**src/hw/rtl/cpfv_pkg.sv**
```systemverilog
// Shared widths, constants and stage type of the taxpayer number check-digit validator.
package cpfv_pkg;

  localparam int NUM_W    = 37;
  localparam int TDATA_W  = 40;
  localparam int DIGITS   = 12;
  localparam int BCD_W    = 4 * DIGITS;
  localparam int BODY     = 10;
  localparam int HALF     = BODY / 2;
  localparam int SUM_W    = 10;
  localparam int Q_W      = 7;
  localparam int PROD_W   = SUM_W + 10;
  localparam int RECIP    = 745;
  localparam int RECIP_SH = 13;
  localparam int MODULUS  = 11;

  typedef struct packed {
    logic [BCD_W-1:0] bcd;
    logic [NUM_W-1:0] sh;
    logic [NUM_W-1:0] num;
  } dd_data_t;

endpackage

```
**src/hw/rtl/cpfv_cell.sv**
```systemverilog
// One shift-and-adjust cell of the binary-to-decimal conversion chain.
module cpfv_cell
  import cpfv_pkg::*;
(
  input  logic     clk,
  input  logic     rst_n,
  input  logic     up_valid,
  output logic     up_ready,
  input  dd_data_t up_data,
  output logic     dn_valid,
  input  logic     dn_ready,
  output dd_data_t dn_data
);

  logic             valid_r;
  dd_data_t         data_r;
  dd_data_t         data_nxt;
  logic [BCD_W-1:0] adj;

  always_comb begin
    for (int j = 0; j < DIGITS; j++) begin
      if (up_data.bcd[4*j +: 4] >= 4'd5) begin
        adj[4*j +: 4] = up_data.bcd[4*j +: 4] + 4'd3;
      end else begin
        adj[4*j +: 4] = up_data.bcd[4*j +: 4];
      end
    end
    data_nxt.bcd = {adj[BCD_W-2:0], up_data.sh[NUM_W-1]};
    data_nxt.sh  = {up_data.sh[NUM_W-2:0], 1'b0};
    data_nxt.num = up_data.num;
  end

  assign up_ready = !valid_r || dn_ready;
  assign dn_valid = valid_r;
  assign dn_data  = data_r;

  always_ff @(posedge clk) begin
    if (!rst_n) begin
      valid_r <= 1'b0;
    end else if (up_ready) begin
      valid_r <= up_valid;
    end
  end

  always_ff @(posedge clk) begin
    if (up_ready && up_valid) begin
      data_r <= data_nxt;
    end
  end

endmodule

```
**src/hw/rtl/cpfv_check.sv**
```systemverilog
// Weighted sums, modulo-11 reduction and check-digit comparison over the decimal digits.
module cpfv_check
  import cpfv_pkg::*;
(
  input  logic             clk,
  input  logic             rst_n,
  input  logic             up_valid,
  output logic             up_ready,
  input  dd_data_t         up_data,
  output logic             out_valid,
  input  logic             out_ready,
  output logic             out_is_valid,
  output logic [NUM_W-1:0] out_num
);

  typedef struct packed {
    logic [SUM_W-1:0] p1a;
    logic [SUM_W-1:0] p1b;
    logic [SUM_W-1:0] p2a;
    logic [SUM_W-1:0] p2b;
    logic [3:0]       d1;
    logic [3:0]       d2;
    logic [NUM_W-1:0] num;
  } st1_t;

  typedef struct packed {
    logic [SUM_W-1:0] sum1;
    logic [SUM_W-1:0] sum2;
    logic [3:0]       d1;
    logic [3:0]       d2;
    logic [NUM_W-1:0] num;
  } st2_t;

  typedef struct packed {
    logic [SUM_W-1:0] sum1;
    logic [SUM_W-1:0] sum2;
    logic [Q_W-1:0]   q1;
    logic [Q_W-1:0]   q2;
    logic [3:0]       d1;
    logic [3:0]       d2;
    logic [NUM_W-1:0] num;
  } st3_t;

  function automatic logic digit_ok(input logic [SUM_W-1:0] s, input logic [Q_W-1:0] q,
                                    input logic [3:0] d);
    logic [SUM_W-1:0] r;
    logic [3:0]       rn;
    r = s - SUM_W'(q) * SUM_W'(MODULUS);
    if (r >= SUM_W'(MODULUS)) begin
      r = r - SUM_W'(MODULUS);
    end
    rn = r[3:0];
    if (rn < 4'd2) begin
      return d == 4'd0;
    end
    return d == (4'(MODULUS) - rn);
  endfunction

  logic             v1_r;
  logic             v2_r;
  logic             v3_r;
  logic             vo_r;
  logic             rdy1;
  logic             rdy2;
  logic             rdy3;
  logic             rdyo;
  st1_t             st1_r;
  st1_t             st1_nxt;
  st2_t             st2_r;
  st2_t             st2_nxt;
  st3_t             st3_r;
  st3_t             st3_nxt;
  logic [PROD_W-1:0] m1;
  logic [PROD_W-1:0] m2;
  logic             ok_r;
  logic             ok_nxt;
  logic [NUM_W-1:0] num_r;
  logic [NUM_W-1:0] num_nxt;

  assign rdyo     = !vo_r || out_ready;
  assign rdy3     = !v3_r || rdyo;
  assign rdy2     = !v2_r || rdy3;
  assign rdy1     = !v1_r || rdy2;
  assign up_ready = rdy1;

  always_comb begin
    st1_nxt.p1a = '0;
    st1_nxt.p1b = '0;
    st1_nxt.d1  = up_data.bcd[7:4];
    st1_nxt.d2  = up_data.bcd[3:0];
    st1_nxt.p2a = SUM_W'(up_data.bcd[7:4]) * SUM_W'(2);
    st1_nxt.p2b = '0;
    st1_nxt.num = up_data.num;
    for (int k = 0; k < HALF; k++) begin
      st1_nxt.p1a = st1_nxt.p1a + SUM_W'(up_data.bcd[4*(k+2) +: 4]) * SUM_W'(k + 2);
      st1_nxt.p2a = st1_nxt.p2a + SUM_W'(up_data.bcd[4*(k+2) +: 4]) * SUM_W'(k + 3);
      st1_nxt.p1b = st1_nxt.p1b
                    + SUM_W'(up_data.bcd[4*(k+HALF+2) +: 4]) * SUM_W'(k + HALF + 2);
      st1_nxt.p2b = st1_nxt.p2b
                    + SUM_W'(up_data.bcd[4*(k+HALF+2) +: 4]) * SUM_W'(k + HALF + 3);
    end
  end

  always_comb begin
    st2_nxt.sum1 = st1_r.p1a + st1_r.p1b;
    st2_nxt.sum2 = st1_r.p2a + st1_r.p2b;
    st2_nxt.d1   = st1_r.d1;
    st2_nxt.d2   = st1_r.d2;
    st2_nxt.num  = st1_r.num;
  end

  always_comb begin
    m1           = PROD_W'(st2_r.sum1) * PROD_W'(RECIP);
    m2           = PROD_W'(st2_r.sum2) * PROD_W'(RECIP);
    st3_nxt.sum1 = st2_r.sum1;
    st3_nxt.sum2 = st2_r.sum2;
    st3_nxt.q1   = m1[RECIP_SH +: Q_W];
    st3_nxt.q2   = m2[RECIP_SH +: Q_W];
    st3_nxt.d1   = st2_r.d1;
    st3_nxt.d2   = st2_r.d2;
    st3_nxt.num  = st2_r.num;
  end

  always_comb begin
    ok_nxt  = digit_ok(st3_r.sum1, st3_r.q1, st3_r.d1)
              && digit_ok(st3_r.sum2, st3_r.q2, st3_r.d2);
    num_nxt = ok_nxt ? st3_r.num : '0;
  end

  always_ff @(posedge clk) begin
    if (!rst_n) begin
      v1_r <= 1'b0;
      v2_r <= 1'b0;
      v3_r <= 1'b0;
      vo_r <= 1'b0;
    end else begin
      if (rdy1) begin
        v1_r <= up_valid;
      end
      if (rdy2) begin
        v2_r <= v1_r;
      end
      if (rdy3) begin
        v3_r <= v2_r;
      end
      if (rdyo) begin
        vo_r <= v3_r;
      end
    end
  end

  always_ff @(posedge clk) begin
    if (rdy1 && up_valid) begin
      st1_r <= st1_nxt;
    end
    if (rdy2 && v1_r) begin
      st2_r <= st2_nxt;
    end
    if (rdy3 && v2_r) begin
      st3_r <= st3_nxt;
    end
    if (rdyo && v3_r) begin
      ok_r  <= ok_nxt;
      num_r <= num_nxt;
    end
  end

  assign out_valid    = vo_r;
  assign out_is_valid = ok_r;
  assign out_num      = num_r;

endmodule

```
**src/hw/rtl/cpf_check_digit_validator.sv**
```systemverilog
// Top level of the taxpayer number check-digit validator.
//
//   Channel  Direction  Payload
//   in_      slave      tdata: cpf_number
//   out_     master     tdata: accepted_number; tuser: is_valid
//
// One number is accepted in every cycle unless a low out_tready stalls the pipeline.
// Each number passes the chain of 37 conversion cells, one per input bit, and four check stages.
// Each stage holds its transaction while the next one is full, so a stall only fills the gaps.
// Reset clears the valid flags of all stages; payload registers keep their contents.
module cpf_check_digit_validator
  import cpfv_pkg::*;
(
  input  logic               clk,
  input  logic               rst_n,
  input  logic               in_tvalid,
  output logic               in_tready,
  input  logic [TDATA_W-1:0] in_tdata,   // [36:0] cpf_number
  output logic               out_tvalid,
  input  logic               out_tready,
  output logic [TDATA_W-1:0] out_tdata,  // [36:0] accepted_number
  output logic               out_tuser   // [0] is_valid
);

  logic             chain_valid [NUM_W+1];
  logic             chain_ready [NUM_W+1];
  dd_data_t         chain_data  [NUM_W+1];
  logic [NUM_W-1:0] num;

  assign chain_valid[0]    = in_tvalid;
  assign in_tready         = chain_ready[0];
  assign chain_data[0].bcd = '0;
  assign chain_data[0].sh  = in_tdata[NUM_W-1:0];
  assign chain_data[0].num = in_tdata[NUM_W-1:0];

  for (genvar i = 0; i < NUM_W; i++) begin : g_cell
    cpfv_cell u_cell (
      .clk      (clk),
      .rst_n    (rst_n),
      .up_valid (chain_valid[i]),
      .up_ready (chain_ready[i]),
      .up_data  (chain_data[i]),
      .dn_valid (chain_valid[i+1]),
      .dn_ready (chain_ready[i+1]),
      .dn_data  (chain_data[i+1])
    );
  end

  cpfv_check u_check (
    .clk          (clk),
    .rst_n        (rst_n),
    .up_valid     (chain_valid[NUM_W]),
    .up_ready     (chain_ready[NUM_W]),
    .up_data      (chain_data[NUM_W]),
    .out_valid    (out_tvalid),
    .out_ready    (out_tready),
    .out_is_valid (out_tuser),
    .out_num      (num)
  );

  assign out_tdata = {{(TDATA_W-NUM_W){1'b0}}, num};

endmodule
```
**config.mk**
```make
export PLATFORM = sky130hd
export DESIGN_NAME = cpf_check_digit_validator
export DESIGN_NICKNAME = d
export VERILOG_FILES = /design/src/hw/rtl/cpfv_pkg.sv /design/src/hw/rtl/cpfv_cell.sv /design/src/hw/rtl/cpfv_check.sv /design/src/hw/rtl/cpf_check_digit_validator.sv
export SDC_FILE = /design/constraint.sdc
export NUM_CORES = 2
export LEC_CHECK = 0
export BUFFER_PORTS_ARGS = -buffer_cell sky130_fd_sc_hd__buf_2
export CAP_MARGIN = 0
export CORE_MARGIN = 2
export CORE_UTILIZATION = 57
export DETAILED_ROUTE_END_ITERATION = 8
export PLACE_DENSITY = 0.86
export SLEW_MARGIN = 20
export SYNTH_ARGS = -nofsm -noshare
export SYNTH_HDL_FRONTEND = slang
export SYNTH_SLANG_ARGS = --single-unit
```
**constraint.sdc**
```tcl
create_clock -name clk -period 9.1 [get_ports clk]
set_input_delay 2.275 -clock clk [delete_from_list [all_inputs] [get_ports clk]]
set_output_delay 2.275 -clock clk [all_outputs]
set_load 0.05 [all_outputs]
```
# Word-level counts from Yosys, hierarchy flattened
# Index checks and enable logic that the tools add are counted.
classes:
  add_sub_neg: 391
  mul: 19
  div_mod_pow: 0
  magnitude_cmp: 370
  eq_ne: 2
  shifts: 0
  n_mux: 374
  bitwise: 0
  reduce_logical: 126
ops:
  columns: ["cell", "count"]
  rows:
  - ["$ge A4 B3 Y1 const B", 354]
  - ["$mux W4", 332]
  - ["$add A4 B2 Y4 const B", 330]
  - ["$add A3 B2 Y3 const B", 24]
  - ["$mux W3", 24]
  - ["$add A10 B8 Y10", 6]
  - ["$add A10 B7 Y10", 5]
  - ["$logic_and A1 B1 Y1", 42]
  - ["$mul A4 B3 Y7 const B", 6]
  - ["$logic_not A1 Y1", 41]
  - ["$logic_or A1 B1 Y1", 41]
  - ["$mul A10 B10 Y20 const B", 2]
  - ["$add A1 B2 Y3 const AB", 11]
  - ["$ge A1 B3 Y1 const AB", 11]
  - ["$mul A4 B4 Y8 const B", 4]
  - ["$mul A4 B2 Y6 const B", 5]
  - ["$add A10 B10 Y10", 2]
  - ["$add A10 B6 Y10", 2]
  - ["$ge A10 B4 Y1 const B", 2]
  - ["$mul A7 B4 Y10 const B", 2]
  - ["$sub A10 B10 Y10", 2]
  - ["$mux W1", 18]
  - ["$add A5 B6 Y7", 2]
  - ["$add A7 B8 Y9", 1]
  - ["8 further kinds", 13]
totals:
  register_bits: 3808
  latch_bits: 0
  ram_bits: 0
  romBits: 0
  input_bits: 44
  out_inout_bits: 43
  wordCells: 1466
  memories: 0

# Depth between registers and ports, before layout
depth:
  word_depth: 43
  ltp_mapped: 24

# By module
# A second synthesis with hierarchy kept.
unflattened:
  cells_unflattened: 13215
  area_unflattened_um2: 200384.7
by_module_without_submodules:
  columns: ["module", "instances", "cells_each", "area_per_inst_um2", "seq_area_each_um2"]
  rows:
  - ["cpfv_cell", 37, 316, 4884.7, 3653.5]
  - ["cpfv_check", 1, 1519, 19625.1, 8067.7]
  - ["cpf_check_digit_validator", 1, 4, 26.3, 0.0]

# Least setup slack after synthesis
# OpenSTA, ideal clock, no wires.
synth_path:
  path_kind: "input-to-reg"
  startpoint: "input out_tready"
  endpoint: "register u_check.st1_r[10] (netlist bit) (enable)"
  setup_time_ns: 0.652
  arrival_time_ns: 8.575
  path_slack_ns: -0.126
  path_stages: 3
  n_path_buf: 0
  path_cell_list: "nor2b_1 and3_1 a21boi_0"
synth_between:
  elab_chain_cells: 5
synth_lines:
  columns: ["item", "line_no", "rtl"]
  rows:
  - ["from (decl)", "cpf_check_digit_validator.sv:20", "input logic out_tready,"]
  - ["$logic_or A1 B1 Y1", "cpfv_check.sv:80", "assign rdyo = !vo_r || out_ready;"]
  - ["$logic_or A1 B1 Y1", "cpfv_check.sv:81", "assign rdy3 = !v3_r || rdyo;"]
  - ["$logic_or A1 B1 Y1", "cpfv_check.sv:82", "assign rdy2 = !v2_r || rdy3;"]
  - ["$logic_or A1 B1 Y1", "cpfv_check.sv:83", "assign rdy1 = !v1_r || rdy2;"]
  - ["$logic_and A1 B1 Y1", "cpfv_check.sv:153", "if (rdy1 && up_valid) begin"]
  - ["to (signal assigned)", "cpfv_check.sv:154", "st1_r <= st1_nxt;"]
  - ["to (decl)", "cpfv_check.sv:67", "st1_t st1_r;"]
# Every way passes these cells.
# A chain may end at the register's enable or synchronous reset.

# Worst setup path after layout
layout_path:
  startpoint: "input out_tready"
  endpoint: "output in_tready"
layout_between:
  elab_chain_cells: 41
layout_lines:
  columns: ["item", "line_no", "rtl"]
  rows:
  - ["$logic_or A1 B1 Y1", "cpfv_check.sv:80", null]
  - ["$logic_or A1 B1 Y1", "cpfv_check.sv:81", null]
  - ["$logic_or A1 B1 Y1", "cpfv_check.sv:82", null]
  - ["$logic_or A1 B1 Y1", "cpfv_check.sv:83", null]
  - ["$logic_or A1 B1 Y1 (37 in a row)", "cpfv_cell.sv:33", "assign up_ready = !valid_r || dn_ready;"]
  - ["to (decl)", "cpf_check_digit_validator.sv:17", "output logic in_tready,"]
# Every way passes these cells.

==> impl_metrics.toml <==
[run_status]
outcome = "finished clean"

[sta]
clock.fmax_ghz = 0.131
drv_slew = 0
min_period_ps = 7630
clock_skew_ps = 30.5
rsz0062_at_grt = "false"
timing.final.crit_share_pct = 83.9
finalSetupTns_ps = 0
tightest_slew_ps = 1010
slew_headroom_pct = 32.7
hold_viol_final = 0
setup_viol = 0

[critical_path]
cp-start-kind = "input pin"
crit_start = "out_tready"
r2r_end = "u_check.st1_r[74]"
crit_fanout = 7
slowest_delay_ps = 610
path_cells = "buf_2, nand4b_1, nor3_2, and4_1, and4_1, nand3_1, nor2_1, nand4_1, buf_2"
r2r_slack_ps = 2920
worstReg2RegStart = "g_cell[36].u_cell.dn_data[103]"
worst_setup_path_end_kind = "output port"
path_delay_family = "simple AND/OR/NAND/NOR gates"
cp.required_ps = 6830
slowest_stage = "and4_1"
reg2reg_depth = 18
crit_arrival_ps = 5360
path_buf_inv = 2
path_class = "input pin to output port"

[synthesis]
synth_seq_cells = 2545
syn_avg_cell_area_sq_um = 14.9
ys_types = 59
synth_top_area_share_pct = 69.1
ys.warnings.count = 0
synth.most_common_cell = "edfxtp_1"
ys_top_cells_by_count = "2504 x edfxtp_1, 842 x nand2_1, 772 x inv_1, 744 x ha_1, 458 x o21ai_0"
synth_area_leaders = "edfxtp_1 69%, ha_1 8.6%, fa_1 3.0%, nand2_1 2.9%, inv_1 2.7%"
yosysSeqAreaShare_pct = 69.9
synth_largest_area_cell = "edfxtp_1"
synth_edf_count = 2504
async_reset_ff_share_pct = 0
netlist_area_sq_mm = 0.109
synthCells = 7304
ys.flop_type = "edfxtp_1"

[placed_design]
port_buffers = 80
hpwl_microns = 118000
globalplace.congestion = 0.813
place_area_sq_mm = 0.113

[grt]
grt_pass1_wl_microns = 287000
overflow = 0
track_usage_pct = 18.3
grt_max_degree = 80
antenna_found_initial = 0
grt_pass1_vias = 59300

[die]
placementRows = 160
core_area_sq_mm = 0.190
die_x_microns = 441
pin_count = 87
start_util_pct = 57.3
die-area_sq_mm = 0.194
die_y_microns = 441

[clock_network]
path_clk_slew_ps = 60
cts_setup_buffers = 0
root_buffer = "clkbuf_16"
numCtsBuffers = 230
clock_latency_ps = 850
cts_htree_levels = 4
ctsHoldBuffers = 0
cts_tree = "done"
clock_path_buffers = 3
clock-sinks = 2545
cts_resized = 0

[route]
vias = 54900
dr.pass1.iters = 6
drt-vias-per-instance = 5.31
antenna_left = 0
wire_per_inst_microns = 17.0
drc_errors = 0
wirelength_microns = 176000
drt_iter0_markers = 3251

[final_layout]
final_util_pct = 63.6
n_antenna_cell = 0
stdcell_area_sq_mm = 0.121
nets = 8597
area_delta_synth_final_pct = 11.0
drive_above_1_share_pct = 6.64

[power_and_ir_drop]
ir_worst_vdd_mv = 0.209
powerDensity_mw_per_mm2 = 187
power_mw = 22.5
p_leak_nw = 45.5

[worst_hold_path]
hp-start = "g_cell[14].u_cell.dn_data[30]"
hold_path.class = "flip-flop to flip-flop"
whs_path_depth = 0
min_to = "g_cell[15].u_cell.dn_data[30]"

[flow_run]
maxCapViolCount = 0
-- power breakdown --
part           switching, mW  internal, mW  total [mW]  leakage, nW
Combinational         0.0277        0.0147      0.0424         18.9
Clock                   4.16          5.60        9.76         3.73
Sequential           0.00951          12.7        12.7         22.8
-- cell type report --
class | count | area, sq um
Sequential cell | 2545 | 76000
Clock buffer | 281 | 6030
Inverter | 772 | 2900
Timing Repair Buffer | 124 | 821
Clock inverter | 147 | 1650
Tap cell | 2511 | 3140
Multi-Input combinational cell | 3973 | 30100
Fill cell | 12100 | 69100
-- worst register-to-register path, delay by kind of cell, from the launching register on --
| family | cells | cell delay [ps] |
|---|---|---|
| fa+ha+maj | 10 | 4330 |
| compound gates | 5 | 900 |
| flops | 1 | 500 |
| buf+inv | 2 | 100 |
| xor+xnor | 1 | 100 |
-- cells by family after synthesis --
| logic type | Yosys count | share of synthesized area [%] |
|---|---|---|
| multiplexers | 187 | 1.72 |
| other | 1 | 0.00345 |
| flip-flops | 2545 | 69.9 |
| buffers and inverters | 788 | 2.76 |
| AND/OR/NAND/NOR | 1680 | 7.12 |
| XOR/XNOR | 307 | 2.47 |
| adder cells (fa/ha/maj) | 907 | 11.6 |
| AO/OA/AOI/OAI | 889 | 4.48 |
-- through the flow --
stage	std cells	worst slack, ps	hold WS, ps
2_1_floorplan	7306	19.1	400
5_1_grt	10400	1270	409
6_report	10400	1470	405
4_1_cts	10300	1440	405
3_5_place_dp	9920	1450	405
3_3_place_gp	9919	1590	400
-- routing by layer --
layer	GRT usage, %	up-vias	share of wire, %
met2	37.3	1045	58
li1	-	26500	-
met4	7.34	0	3.8
met5	0	-	0
met3	2.75	431	3.1
met1	18.1	27000	35
-- state kept, by name, indices dropped and copies added, names as in the netlist, 37 cells and up --
signal,cells
u_check.out_num,37
g_cell.u_cell.dn_data,2241
g_cell.u_cell.dn_valid,37
u_check.st3_r,78
u_check.st2_r,64
u_check.st1_r,83
-- worst max-delay path by stage --
stage / endpoint / depth (start not counted) / slack (ps)
2_1_floorplan: g_cell[33].u_cell.dn_data[0] / 3 / 20
3_3_place_gp: in_tready / 9 / 1590
3_5_place_dp: in_tready / 9 / 1450
4_1_cts: in_tready / 9 / 1440
5_1_grt: in_tready / 9 / 1270
6_report: in_tready / 9 / 1470
-- placed cells by master (no fill, tap or decap), types with 41 or more instances in the layout --
cell / n
mux2i_1: 183
xnor2_1: 275
inv_1: 772
fa_1: 163
ha_1: 744
and3_1: 51
nor2_1: 270
nand2_1: 842
clkbuf_16: 231
clkinv_2: 42
a21oi_1: 283
o21ai_0: 458
nand2b_1: 400
dfxtp_1: 41
edfxtp_1: 2504
buf_2: 80
clkbuf_1: 44
clkinv_1: 44
(Power assumes the default switching activity.)
